[src/midsu_pkg.sv]
package midsu_pkg;

   // Field widths
   localparam int CHAN_W  = 8;
   localparam int TALLY_W = 23;
   localparam int SUM_W   = 40;
   localparam int MSE_W   = 24;
   localparam int PCT_W   = 15;

   // Divider sizes: dividend is the sum with 8 fraction bits appended
   localparam int DIV_NUM_W = SUM_W + 8;
   localparam int DIV_DEN_W = TALLY_W + 2;
   localparam int DIV_CNT_W = 6;

   localparam int TALLY_MAX  = (1 << TALLY_W) - 1;
   // 25600 = 100 * 256: the factor of 100, the 256 comes by a shift
   localparam int PCT_FACTOR = 100;
   localparam int PCT_MUL_W  = TALLY_W + 7;

   typedef logic [CHAN_W-1:0] chan_type;

   typedef struct packed {
      chan_type ref_red;
      chan_type ref_green;
      chan_type ref_blue;
      chan_type cmp_red;
      chan_type cmp_green;
      chan_type cmp_blue;
   } pixel_pair_type;

endpackage

[src/midsu_channels.sv]
// Request channel: one reference/compared pixel pair
interface midsu_req_if;
   import midsu_pkg::*;

   logic     valid;
   logic     ready;
   chan_type ref_red;
   chan_type ref_green;
   chan_type ref_blue;
   chan_type cmp_red;
   chan_type cmp_green;
   chan_type cmp_blue;
   logic     last_pixel;

   modport source (output valid, ref_red, ref_green, ref_blue,
                   cmp_red, cmp_green, cmp_blue, last_pixel, input ready);
   modport sink   (input valid, ref_red, ref_green, ref_blue,
                   cmp_red, cmp_green, cmp_blue, last_pixel, output ready);
endinterface

// Response channel: per-image statistics
interface midsu_rsp_if;
   import midsu_pkg::*;

   logic               valid;
   logic               ready;
   logic [MSE_W-1:0]   mse_fixed;
   logic [PCT_W-1:0]   diff_percent_fixed;
   logic [TALLY_W-1:0] counted_pixels;
   logic [TALLY_W-1:0] differing_pixels;

   modport source (output valid, mse_fixed, diff_percent_fixed,
                   counted_pixels, differing_pixels, input ready);
   modport sink   (input valid, mse_fixed, diff_percent_fixed,
                   counted_pixels, differing_pixels, output ready);
endinterface

[src/masked_image_diff_stats_unit.sv]
// Masked image difference statistics. Each request carries a reference and a
// compared RGB pixel; pairs with a pure white reference are skipped, others
// are counted, flagged as differing if any channel differs, and their squared
// channel differences summed. A request marked last_pixel yields one response
// (MSE and percentage of differing pixels, both with 8 fraction bits, floored
// and saturated; zero when nothing was counted) and clears the accumulators.
// Timing: one 8x8 squarer is shared over the three channels, so a counted pixel is
// squared in S_SQR before the next request is taken; a skipped one is not.
// On the last pixel, if any was counted, one restoring divider runs two
// 48-step divisions (MSE, then the percentage) before the response is ready.
// The block takes no request from acceptance until it returns to idle,
// including while a previous response is still waiting to be taken.
// The pixel count saturates at the smaller of MAX_PIXELS and 2^23-1; pixels
// arriving beyond it are ignored.
module masked_image_diff_stats_unit #(
   parameter int MAX_PIXELS = 4194304
) (
   input logic        clock,
   input logic        reset,
   midsu_req_if.sink   req_chan,
   midsu_rsp_if.source rsp_chan
);
   import midsu_pkg::*;

   localparam logic [TALLY_W-1:0] TALLY_LIMIT =
      TALLY_W'((MAX_PIXELS > TALLY_MAX) ? TALLY_MAX : MAX_PIXELS);

   // Sequencer states
   localparam logic [2:0] S_IDLE = 3'd0;
   localparam logic [2:0] S_SQR  = 3'd1;
   localparam logic [2:0] S_LOAD = 3'd2;
   localparam logic [2:0] S_MSE  = 3'd3;
   localparam logic [2:0] S_PCT  = 3'd4;
   localparam logic [2:0] S_OUT  = 3'd5;

   localparam logic [1:0] STEP_LAST = 2'd3;
   localparam logic [DIV_CNT_W-1:0] DIV_LAST = DIV_CNT_W'(DIV_NUM_W - 1);

   logic [2:0]           state_ff, state_in;
   pixel_pair_type       pix_ff, pix_in;
   logic                 last_ff, last_in;
   logic [1:0]           step_ff, step_in;
   logic [2*CHAN_W-1:0]  prod_ff, prod_in;
   logic [SUM_W-1:0]     sum_ff, sum_in;
   logic [TALLY_W-1:0]   tally_ff, tally_in;
   logic [TALLY_W-1:0]   miss_ff, miss_in;
   logic [DIV_NUM_W-1:0] num_ff, num_in;
   logic [DIV_DEN_W-1:0] den_ff, den_in;
   logic [DIV_DEN_W-1:0] rem_ff, rem_in;
   logic [DIV_CNT_W-1:0] cnt_ff, cnt_in;
   logic [MSE_W-1:0]     mse_ff, mse_in;

   logic                 rsp_valid_ff, rsp_valid_in;
   logic [MSE_W-1:0]     rsp_mse_ff, rsp_mse_in;
   logic [PCT_W-1:0]     rsp_pct_ff, rsp_pct_in;
   logic [TALLY_W-1:0]   rsp_cnt_ff, rsp_cnt_in;
   logic [TALLY_W-1:0]   rsp_diff_ff, rsp_diff_in;

   logic                 accept;
   logic                 white;
   logic                 take;
   logic                 differs;
   chan_type             sel_a, sel_b, abs_d;
   logic [SUM_W:0]       acc_sum;
   logic [DIV_DEN_W:0]   rem_shift;
   logic [DIV_DEN_W:0]   rem_sub;
   logic                 qbit;
   logic [PCT_MUL_W-1:0] miss_x100;

   assign req_chan.ready = (state_ff == S_IDLE);
   assign accept = req_chan.valid && (state_ff == S_IDLE);

   assign white = (req_chan.ref_red == '1) && (req_chan.ref_green == '1) &&
                  (req_chan.ref_blue == '1);
   assign take  = !white && (tally_ff < TALLY_LIMIT);
   assign differs = (req_chan.ref_red != req_chan.cmp_red) ||
                    (req_chan.ref_green != req_chan.cmp_green) ||
                    (req_chan.ref_blue != req_chan.cmp_blue);

   // Channel select and absolute difference for the shared squarer
   always_comb begin
      case (step_ff)
         2'd0: begin
            sel_a = pix_ff.ref_red;
            sel_b = pix_ff.cmp_red;
         end
         2'd1: begin
            sel_a = pix_ff.ref_green;
            sel_b = pix_ff.cmp_green;
         end
         default: begin
            sel_a = pix_ff.ref_blue;
            sel_b = pix_ff.cmp_blue;
         end
      endcase
      abs_d = (sel_a >= sel_b) ? (sel_a - sel_b) : (sel_b - sel_a);
   end

   // Saturating accumulate of the registered square
   assign acc_sum = {1'b0, sum_ff} + (SUM_W+1)'(prod_ff);

   // One restoring divider step
   assign rem_shift = {rem_ff, num_ff[DIV_NUM_W-1]};
   assign rem_sub   = rem_shift - {1'b0, den_ff};
   assign qbit      = (rem_shift >= {1'b0, den_ff});

   assign miss_x100 = PCT_MUL_W'(miss_ff) * PCT_MUL_W'(PCT_FACTOR);

   // Sequencer and datapath next state
   always_comb begin
      state_in     = state_ff;
      pix_in       = pix_ff;
      last_in      = last_ff;
      step_in      = step_ff;
      prod_in      = prod_ff;
      sum_in       = sum_ff;
      tally_in     = tally_ff;
      miss_in      = miss_ff;
      num_in       = num_ff;
      den_in       = den_ff;
      rem_in       = rem_ff;
      cnt_in       = cnt_ff;
      mse_in       = mse_ff;
      rsp_valid_in = rsp_valid_ff && !rsp_chan.ready;
      rsp_mse_in   = rsp_mse_ff;
      rsp_pct_in   = rsp_pct_ff;
      rsp_cnt_in   = rsp_cnt_ff;
      rsp_diff_in  = rsp_diff_ff;

      case (state_ff)
         S_IDLE: begin
            if (accept) begin
               pix_in.ref_red   = req_chan.ref_red;
               pix_in.ref_green = req_chan.ref_green;
               pix_in.ref_blue  = req_chan.ref_blue;
               pix_in.cmp_red   = req_chan.cmp_red;
               pix_in.cmp_green = req_chan.cmp_green;
               pix_in.cmp_blue  = req_chan.cmp_blue;
               last_in          = req_chan.last_pixel;
               step_in          = '0;
               if (take) begin
                  tally_in = tally_ff + 1'b1;
                  miss_in  = miss_ff + TALLY_W'(differs);
                  state_in = S_SQR;
               end else if (req_chan.last_pixel) begin
                  state_in = S_LOAD;
               end
            end
         end

         // Square channel 'step' while accumulating the previous square
         S_SQR: begin
            prod_in = abs_d * abs_d;
            if (step_ff != 2'd0) begin
               sum_in = acc_sum[SUM_W] ? '1 : acc_sum[SUM_W-1:0];
            end
            step_in = step_ff + 1'b1;
            if (step_ff == STEP_LAST) begin
               state_in = last_ff ? S_LOAD : S_IDLE;
            end
         end

         // Set up the MSE division: (sum * 256) / (3 * count)
         S_LOAD: begin
            rem_in = '0;
            cnt_in = '0;
            if (tally_ff == '0) begin
               mse_in   = '0;
               num_in   = '0;
               state_in = S_OUT;
            end else begin
               num_in   = {sum_ff, 8'd0};
               den_in   = DIV_DEN_W'(tally_ff) + DIV_DEN_W'({tally_ff, 1'b0});
               state_in = S_MSE;
            end
         end

         S_MSE, S_PCT: begin
            rem_in = qbit ? rem_sub[DIV_DEN_W-1:0] : rem_shift[DIV_DEN_W-1:0];
            num_in = {num_ff[DIV_NUM_W-2:0], qbit};
            cnt_in = cnt_ff + 1'b1;
            if (cnt_ff == DIV_LAST) begin
               if (state_ff == S_MSE) begin
                  // Saturate the MSE quotient, then start the percentage
                  mse_in   = (|num_in[DIV_NUM_W-1:MSE_W]) ? '1 : num_in[MSE_W-1:0];
                  num_in   = DIV_NUM_W'({miss_x100, 8'd0});
                  den_in   = DIV_DEN_W'(tally_ff);
                  rem_in   = '0;
                  cnt_in   = '0;
                  state_in = S_PCT;
               end else begin
                  state_in = S_OUT;
               end
            end
         end

         // Hand over to the output register and clear the accumulators
         S_OUT: begin
            if (!rsp_valid_ff || rsp_chan.ready) begin
               rsp_valid_in = 1'b1;
               rsp_mse_in   = mse_ff;
               rsp_pct_in   = (|num_ff[DIV_NUM_W-1:PCT_W]) ? '1 : num_ff[PCT_W-1:0];
               rsp_cnt_in   = tally_ff;
               rsp_diff_in  = miss_ff;
               tally_in     = '0;
               miss_in      = '0;
               sum_in       = '0;
               state_in     = S_IDLE;
            end
         end

         default: begin
            state_in = S_IDLE;
         end
      endcase
   end

   // Control state
   always_ff @(posedge clock) begin
      if (reset) begin
         state_ff     <= S_IDLE;
         step_ff      <= '0;
         cnt_ff       <= '0;
         sum_ff       <= '0;
         tally_ff     <= '0;
         miss_ff      <= '0;
         rsp_valid_ff <= 1'b0;
      end else begin
         state_ff     <= state_in;
         step_ff      <= step_in;
         cnt_ff       <= cnt_in;
         sum_ff       <= sum_in;
         tally_ff     <= tally_in;
         miss_ff      <= miss_in;
         rsp_valid_ff <= rsp_valid_in;
      end
   end

   // Payload registers
   always_ff @(posedge clock) begin
      pix_ff      <= pix_in;
      last_ff     <= last_in;
      prod_ff     <= prod_in;
      num_ff      <= num_in;
      den_ff      <= den_in;
      rem_ff      <= rem_in;
      mse_ff      <= mse_in;
      rsp_mse_ff  <= rsp_mse_in;
      rsp_pct_ff  <= rsp_pct_in;
      rsp_cnt_ff  <= rsp_cnt_in;
      rsp_diff_ff <= rsp_diff_in;
   end

   assign rsp_chan.valid              = rsp_valid_ff;
   assign rsp_chan.mse_fixed          = rsp_mse_ff;
   assign rsp_chan.diff_percent_fixed = rsp_pct_ff;
   assign rsp_chan.counted_pixels     = rsp_cnt_ff;
   assign rsp_chan.differing_pixels   = rsp_diff_ff;

endmodule

[src/flat_wrapper.sv]
// flat-port wrapper written by rule: the top's interface ports become plain ports
module masked_image_diff_stats_unit_flat import midsu_pkg::*;
#(
   parameter int MAX_PIXELS = 4194304
)
  (clock, reset, req_chan_valid, req_chan_ref_red, req_chan_ref_green, req_chan_ref_blue, req_chan_cmp_red, req_chan_cmp_green, req_chan_cmp_blue, req_chan_last_pixel, req_chan_ready, rsp_chan_valid, rsp_chan_mse_fixed, rsp_chan_diff_percent_fixed, rsp_chan_counted_pixels, rsp_chan_differing_pixels, rsp_chan_ready);
  midsu_req_if req_chan_i ();
  midsu_rsp_if rsp_chan_i ();
  input logic clock;
  input logic reset;
  input wire logic [$bits(req_chan_i.valid)-1:0] req_chan_valid;
  input wire logic [$bits(req_chan_i.ref_red)-1:0] req_chan_ref_red;
  input wire logic [$bits(req_chan_i.ref_green)-1:0] req_chan_ref_green;
  input wire logic [$bits(req_chan_i.ref_blue)-1:0] req_chan_ref_blue;
  input wire logic [$bits(req_chan_i.cmp_red)-1:0] req_chan_cmp_red;
  input wire logic [$bits(req_chan_i.cmp_green)-1:0] req_chan_cmp_green;
  input wire logic [$bits(req_chan_i.cmp_blue)-1:0] req_chan_cmp_blue;
  input wire logic [$bits(req_chan_i.last_pixel)-1:0] req_chan_last_pixel;
  output wire logic [$bits(req_chan_i.ready)-1:0] req_chan_ready;
  output wire logic [$bits(rsp_chan_i.valid)-1:0] rsp_chan_valid;
  output wire logic [$bits(rsp_chan_i.mse_fixed)-1:0] rsp_chan_mse_fixed;
  output wire logic [$bits(rsp_chan_i.diff_percent_fixed)-1:0] rsp_chan_diff_percent_fixed;
  output wire logic [$bits(rsp_chan_i.counted_pixels)-1:0] rsp_chan_counted_pixels;
  output wire logic [$bits(rsp_chan_i.differing_pixels)-1:0] rsp_chan_differing_pixels;
  input wire logic [$bits(rsp_chan_i.ready)-1:0] rsp_chan_ready;
  assign req_chan_i.valid = req_chan_valid;
  assign req_chan_i.ref_red = req_chan_ref_red;
  assign req_chan_i.ref_green = req_chan_ref_green;
  assign req_chan_i.ref_blue = req_chan_ref_blue;
  assign req_chan_i.cmp_red = req_chan_cmp_red;
  assign req_chan_i.cmp_green = req_chan_cmp_green;
  assign req_chan_i.cmp_blue = req_chan_cmp_blue;
  assign req_chan_i.last_pixel = req_chan_last_pixel;
  assign req_chan_ready = req_chan_i.ready;
  assign rsp_chan_valid = rsp_chan_i.valid;
  assign rsp_chan_mse_fixed = rsp_chan_i.mse_fixed;
  assign rsp_chan_diff_percent_fixed = rsp_chan_i.diff_percent_fixed;
  assign rsp_chan_counted_pixels = rsp_chan_i.counted_pixels;
  assign rsp_chan_differing_pixels = rsp_chan_i.differing_pixels;
  assign rsp_chan_i.ready = rsp_chan_ready;
  masked_image_diff_stats_unit #(.MAX_PIXELS(MAX_PIXELS)) u_core (.clock(clock), .reset(reset), .req_chan(req_chan_i), .rsp_chan(rsp_chan_i));
endmodule
[config.mk]
export PLATFORM = sky130hd
export DESIGN_NAME = masked_image_diff_stats_unit_flat
export DESIGN_NICKNAME = d
export VERILOG_FILES = /design/src/midsu_pkg.sv /design/src/midsu_channels.sv /design/src/masked_image_diff_stats_unit.sv /design/src/flat_wrapper.sv
export SDC_FILE = /design/constraint.sdc
export NUM_CORES = 1
export LEC_CHECK = 0
export BUFFER_PORTS_ARGS = -buffer_cell sky130_fd_sc_hd__clkbuf_2
export CAP_MARGIN = 5
export CORE_ASPECT_RATIO = 1.5
export CORE_UTILIZATION = 56
export DETAILED_ROUTE_END_ITERATION = 10
export GPL_ROUTABILITY_DRIVEN = 1
export HOLD_SLACK_MARGIN = 0.03
export PLACE_DENSITY = 0.78
export SYNTH_ARGS = -nofsm -noshare
export SYNTH_HDL_FRONTEND = slang
export SYNTH_SLANG_ARGS = --single-unit
[constraint.sdc]
create_clock -name clock -period 7.8 [get_ports clock]
set_clock_uncertainty 0.15 [all_clocks]
set_input_delay 0.78 -clock clock [delete_from_list [all_inputs] [get_ports clock]]
set_output_delay 0.78 -clock clock [all_outputs]
set_load 0.01 [all_outputs]
==> results of run 1 <==
logic make-up (layout without fill, tap and decap cells):
group | Yosys count | after routing
AO/OA/AOI/OAI | 515 | 515
XOR/XNOR | 151 | 151
adder cells (fa/ha/maj) | 245 | 245
buffers and inverters | 308 | 472
flip-flops | 369 | 369
multiplexers | 19 | 19
AND/OR/NAND/NOR | 639 | 639
what timing repair did:
item	4_1_cts	5_1_grt
setup buffers	0	6
pin swaps	0	5
endpoints found under the setup margin	1	4
resized for setup	1	20
placed cells by master, fill, tap and decap left out, drive strengths merged, types with 6 or more instances in the layout:
cell	count
dfxtp	98
and4	10
edfxtp	271
mux2i	16
buf	29
o21ai	123
ha	198
xnor2	104
nand4	25
a31o	6
o21a	18
a22o	29
inv	240
clkinv	14
nor3	42
o21bai	14
a31oi	21
nand2b	29
a21oi	145
nor2	239
a21o	42
a311oi	18
or2	11
a22oi	18
clkbuf	182
or3	9
o211ai	7
a222oi	8
fa	47
xor2	47
nor4	20
and3	28
nand3	50
a211oi	10
bufinv	6
and2	8
nand2	133
nor2b	21
worst reg2reg max path: cells and delay by family, from the launching register on:
kind / cells / cell delay (ps)
adders and majority gates: 8 / 3210
and+or+nand+nor: 6 / 1040
AOI/OAI and AO/OA: 7 / 1250
DFF: 1 / 350
muxes: 1 / 260
buffers and inverters: 6 / 630
xor gates and xnor gates: 2 / 320
Yosys cell counts, types with 18 or more instances:
cell type    n  area [um2]
edfxtp_1   271        8140
nor2_1     237         890
inv_1      235         882
ha_1       198        2480
a21oi_1    142         711
nand2_1    131         492
o21ai_0    111         556
xnor2_1    102         893
dfxtp_1     98        1960
clkbuf_1    54         203
nand3_1     49         245
fa_1        47         941
xor2_1      47         412
nor3_1      41         205
a21o_1      40         300
a22o_1      29         254
nand2b_1    29         181
and3_1      26         163
nand4_1     25         156
a31oi_1     21         131
nor2b_1     21         131
nor4_1      19         119
a22oi_1     18         135
per-stage QoR:
step | worst slack, ps | instances | hold WS, ps
finish | 341 | 2916 | 270
global route | -26.1 | 2916 | 265
CTS | 68.9 | 2910 | 257
detailed placement | 13.2 | 2844 | 257
global placement | 241 | 2844 | 252
floorplan | 256 | 2246 | 250
worst paths after layout:
| kind | startpoint | endpoint | slack (ps) |
|---|---|---|---|
| setup / recovery | u_core.step_ff[0] | u_core.prod_ff[14] | 340 |
| hold reg to reg | u_core.mse_ff[6] | u_core.rsp_chan.mse_fixed[6] | 270 |
| hold / removal | u_core.mse_ff[6] | u_core.rsp_chan.mse_fixed[6] | 270 |
| setup reg to reg | u_core.step_ff[0] | u_core.prod_ff[14] | 340 |
final cells by class:
| cell class | count | area, um2 |
|---|---|---|
| fillers | 3202 | 14700 |
| multi-input cells | 1569 | 11600 |
| flip-flops and latches | 369 | 10100 |
| clock buffers | 43 | 957 |
| repair buffers | 168 | 917 |
| inverters | 238 | 898 |
| well taps | 506 | 633 |
| clock inverters | 23 | 295 |
registers in the layout (all words and copies together) (netlist names), 23 cells and up:
register / count
u_core.den_ff: 25
u_core.miss_ff: 23
u_core.mse_ff: 24
u_core.num_ff: 48
u_core.pix_ff: 48
u_core.rem_ff: 25
u_core.rsp_chan.counted_pixels: 23
u_core.rsp_chan.differing_pixels: 23
u_core.rsp_chan.mse_fixed: 24
u_core.sum_ff: 40
u_core.tally_ff: 23
routing by layer:
layer	wire (um)	up-vias	part of all wire, %	GRT usage, %
li1	-	8291	-	-
met1	20800	8237	39	30.7
met4	1960	0	3.7	10.4
met2	28200	531	53	47.9
met5	0	-	0	0
met3	2670	119	5.0	2.88
==> results by group, run 1 <==
Timing
  – Min Tclk post-route: 7460 ps
  – Count of pins over their slew limit: 0
  – Period utilisation layout: 95.6%
  – Setup TNS: 0 ps
  – Setup Viol. Count Final: 0
  – Final Hold Viols: 0
  – Slew @ Worst Pin: 1060 ps
  – Slew Limit Headroom: 29.4%
  – Fmax: 0.134 GHz

Outcome
  – Failing checks: DRC
  – Status: complete, but fails checks

Min path
  – Hold WC Path Type: flop to flop
  – Hold Path Cell Cnt: 0

Critical path
  – CP endpoint kind: flop
  – Crit start category: flop
  – R2R cell count: 30
  – Family with the most delay on the worst path: adder cells
  – Most frequent CP cell: fa_1
  – Crit path buffers/inverters: 6
  – Worst path arrival time: 7610 ps
  – CP Class: flop to flop
  – Slowest library cell on the worst path: fa_1
  – Crit path max fanout: 15
  – Crit-path max cell delay: 550 ps
  – Critical path data required time: 7950 ps
  – Crit path depth: 30

Cells and area
  – Share of cells above drive strength 1: 12.8%
  – Post-Route Utilization: 63.3%
  – Final net count: 2680
  – Area grow syn2layout: 11.6%
  – # diodes: 0
  – Final instance area: 25400 um2

Clocking
  – Number of CTS-inserted buffers: 36
  – Cts hold-fix bufs: 0
  – CTS clk-pin slew, worst paths: 60 ps
  – CTS H-Tree Depth: 2
  – Clock sink count: 369
  – CTS tree: built
  – Max clock buf depth: 3
  – Root buf cell: clkbuf_16
  – Clk_lat worst skew: 560 ps

Logic synthesis
  – Largest family of logic cells by synthesized area: compound AO/OA/AOI/OAI gates
  – Post-synthesis async set-or-reset flop share: 0%
  – Post-synthesis mux area share: 0.853%
  – Flops & latches, synth: 369
  – Post-synth EDFFs: 271
  – Distinct cells, synth: 98
  – Syn nets: 2544
  – Yosys warning count: 0
  – Mapped cell area: 22700 um2
  – Area share of fa/ha/maj cells after synthesis: 15.0%
  – Syn avg cell area: 10.1 um2
  – Register area share after synthesis: 44.4%
  – Fraction of synthesized cell area in xor and xnor cells: 5.88%
  – Synth Area in Simple Gates: 13.4%
  – Cells after Synth: 2246
  – Compound-cell area share of the yosys netlist: 15.1%
  – Top_reg_cell synth: edfxtp_1

Placed design
  – HPWL after detailed placement: 39.9 mm
  – Cell Area, Placed: 24000 um2
  – Buffers added on ports: 139
  – Placer Congestion: 0.943

Drt
  – DRT iter0 DRCs: 1311
  – DRC Markers: 6
  – DR WL/cell: 18.4 um
  – Via density: 5.89
  – Final wirelength: 53.7 mm
  – Vias: 17178
  – Drt pass-1 iters: 9
  – DRT antenna net count: 0

Global route
  – Initial antenna violation count: 0
  – Largest net degree at the start of global routing: 55
  – Total grt overflow: 0
  – Number of global-route vias before repair: 16924
  – Global-route wire length before repair: 86.4 mm
  – GRT Total Usage: 26.0%

Die
  – Die width: 167 um
  – I/O pin cnt: 140
  – Row cnt: 90
  – Height of the die: 249 um
  – Die area: 41400 um2
  – Initial Utilization: 56.7%
  – Core box area: 40100 um2

Flow run
  – Max Cap Viol: 0
Power of run 1 is not shown: default switching activity piles up to over one toggle a cycle in this logic, so the estimate is an artifact.
==> run 2: changes to the inputs <==
--- a/config.mk
+++ b/config.mk
@@ -5,14 +5,15 @@
 export SDC_FILE = /design/constraint.sdc
 export NUM_CORES = 1
 export LEC_CHECK = 0
+export ABC_AREA = 1
 export BUFFER_PORTS_ARGS = -buffer_cell sky130_fd_sc_hd__clkbuf_2
 export CAP_MARGIN = 5
 export CORE_ASPECT_RATIO = 1.5
-export CORE_UTILIZATION = 56
+export CORE_UTILIZATION = 57
 export DETAILED_ROUTE_END_ITERATION = 10
 export GPL_ROUTABILITY_DRIVEN = 1
 export HOLD_SLACK_MARGIN = 0.03
-export PLACE_DENSITY = 0.78
+export PLACE_DENSITY = 0.79
 export SYNTH_ARGS = -nofsm -noshare
 export SYNTH_HDL_FRONTEND = slang
 export SYNTH_SLANG_ARGS = --single-unit
==> run 2 against run 1 <==
The run now ends clean. Fmax increased by 3.2%. Largest cell class unchanged. Utilization rose by 0.55 points. Via count up 29%. Critical endpoint is now u_core.prod_ff[15]. Die area rose by 11%. Highest routed layer unchanged. Final cell count grew 34%. First-iteration DRC count increased by 8.2%. Routed wire length rose by 40%. Area after synthesis increased by 13%. Sequential share of layout area shrank 3.9 points.
==> results by group, run 2 <==
Outcome
  – Status: complete, no violations

Timing
  – Setup Viol. Count Final: 0
  – Min Tclk post-route: 7230 ps
  – Setup TNS: 0 ps
  – Slew Limit Headroom: 28.5%
  – Unrepaired setup endpoints after global routing: false
  – Hold_ws: 257 ps
  – Final Hold Viols: 0
  – Fmax: 0.138 GHz
  – Period utilisation layout: 92.7%
  – Count of pins over their slew limit: 0
  – Slew @ Worst Pin: 1070 ps

Drt
  – Vias: 22182
  – DRT iter0 DRCs: 1418
  – DRC Markers: 0
  – DRT antenna net count: 0
  – DR WL/cell: 19.1 um
  – Final wirelength: 75.0 mm
  – Drt pass-1 iters: 6
  – Via density: 5.67

Logic synthesis
  – Cells after Synth: 3185
  – Post-synth top cells: 766 x nand2_1, 474 x inv_1, 293 x nor2_1, 271 x edfxtp_1, 223 x a21oi_1
  – Ranking of synthesized cells by area: edfxtp_1 32%, nand2_1 11%, ha_1 9.7%, dfxtp_1 7.6%, inv_1 6.9%
  – Flops & latches, synth: 369
  – Post-synthesis async set-or-reset flop share: 0%
  – Post-synth EDFFs: 271
  – Post-synth top area share: 31.7%
  – Syn avg cell area: 8.05 um2
  – Yosys warning count: 0
  – Distinct cells, synth: 61
  – Top_reg_cell synth: edfxtp_1
  – Area leader, netlist: edfxtp_1
  – Cell with the most instances after synthesis: nand2_1
  – Syn nets: 3483
  – Register area share after synthesis: 39.4%
  – Mapped cell area: 25700 um2

Clocking
  – Post-CTS Setup Inserts: 0
  – Number of CTS-inserted buffers: 38
  – Clock sink count: 369
  – Max clock buf depth: 3
  – CTS H-Tree Depth: 2
  – CTS clk-pin slew, worst paths: 70 ps
  – Clk_lat worst skew: 550 ps
  – CTS tree: built
  – Root buf cell: clkbuf_16
  – Cts hold-fix bufs: 0

Die
  – Die area: 45900 um2
  – Initial Utilization: 58.2%
  – Die width: 175 um
  – Row cnt: 94
  – I/O pin cnt: 140
  – Core box area: 44100 um2
  – Height of the die: 262 um

Cells and area
  – Final net count: 3607
  – Largest regs: u_core.num_ff (48), u_core.pix_ff (48), u_core.sum_ff (40)
  – Most frequent cells in the layout: 766 x nand2_1, 473 x inv_1, 291 x nor2_1
  – Area grow syn2layout: 9.74%
  – Most common cell after layout, fill and taps aside: nand2_1
  – Fin cells: 3915
  – Share of cells above drive strength 1: 10.2%
  – # diodes: 0
  – Post-Route Utilization: 63.8%

Critical path
  – Most frequent CP cell: inv_1
  – Crit-path max cell delay: 560 ps
  – Critical Path Start: u_core.step_ff[1]
  – Crit path max fanout: 17
  – Crit start category: flop
  – Reg-to-reg endpoint: u_core.prod_ff[15]
  – CP Class: flop to flop
  – Worst setup endpoint: u_core.prod_ff[15]
  – CP endpoint kind: flop
  – Slowest library cell on the worst path: fa_1
  – R2R cell count: 30
  – Worst path arrival time: 7370 ps
  – Worst reg2reg startpoint: u_core.step_ff[1]
  – Worst R2R Setup Slack: 570 ps
  – Critical path data required time: 7940 ps

Flow run
  – Max Cap Viol: 0

Global route
  – Total grt overflow: 0
  – Number of global-route vias before repair: 22150
  – Global-route wire length before repair: 116 mm
  – Largest net degree at the start of global routing: 73
  – GRT Total Usage: 32.6%
  – Initial antenna violation count: 0

Min path
  – Hold WC Path Type: flop to flop

Placed design
  – Placer Congestion: 0.964
  – HPWL after detailed placement: 59.2 mm
  – Cell total after placement: 3845
  – Buffers added on ports: 139
==> run 2: layer usage <==
layer / vias up / wire length [um] / GRT usage, %
met4: 0 / 5420 / 22.1
li1: 10752 / - / -
met5: - / 0 / 0
met1: 10445 / 26600 / 32.9
met2: 724 / 40300 / 63.2
met3: 261 / 2630 / 2.81
==> run 2: how the worst min path moves through the flow <==
stage | from | end | cells past startpoint | slack (ps)
floorplan | u_core.mse_ff[0] | u_core.rsp_chan.mse_fixed[0] | 0 | 250
global placement | u_core.mse_ff[16] | u_core.rsp_chan.mse_fixed[16] | 0 | 250
detailed placement | u_core.mse_ff[18] | u_core.rsp_chan.mse_fixed[18] | 0 | 250
CTS | u_core.mse_ff[18] | u_core.rsp_chan.mse_fixed[18] | 0 | 260
global route | u_core.mse_ff[16] | u_core.rsp_chan.mse_fixed[16] | 0 | 270
finish | u_core.mse_ff[18] | u_core.rsp_chan.mse_fixed[18] | 0 | 260
==> run 2: logic make-up (layout without fill, tap and decap cells) <==
| family | count (synthesis) | in the layout | synth area share (%) |
|---|---|---|---|
| muxes | 1 | 1 | 0.0390 |
| xor gates and xnor gates | 116 | 116 | 3.96 |
| AOI/OAI and AO/OA | 485 | 485 | 11.1 |
| and+or+nand+nor | 1403 | 1403 | 23.4 |
| adders and majority gates | 245 | 245 | 13.3 |
| buffers and inverters | 566 | 720 | 8.75 |
| DFF | 369 | 369 | 39.4 |
==> run 2: what timing repair did <==
action / CTS / global route
endpoints found under the hold margin: 0 / 0
resized for setup: 0 / 1
setup endpoints to repair: 0 / 2
==> run 2: final cells by class <==
cell class / count / area, um2
fillers: 3875 / 16000
inverters: 494 / 1850
multi-input cells: 2250 / 13300
well taps: 576 / 721
flip-flops and latches: 369 / 10100
clock inverters: 19 / 228
repair buffers: 156 / 826
clock buffers: 51 / 1080
==> run 2: critical path, delay by kind of cell (launching register included) <==
family | cells | cell delay, ps
fa+ha+maj | 7 | 3320
compound gates | 5 | 1150
simple gates | 9 | 1140
buf+inv | 9 | 890
flops | 1 | 340
==> run 2: metrics by stage <==
stage | cell area (um2) | setup WS (ps)
3_5_place_dp | 26800 | 457
3_3_place_gp | 26800 | 672
5_1_grt | 28100 | 102
6_report | 28100 | 570
2_1_floorplan | 25700 | 1160
4_1_cts | 28100 | 410
Power of run 2 is left out for the same reason.
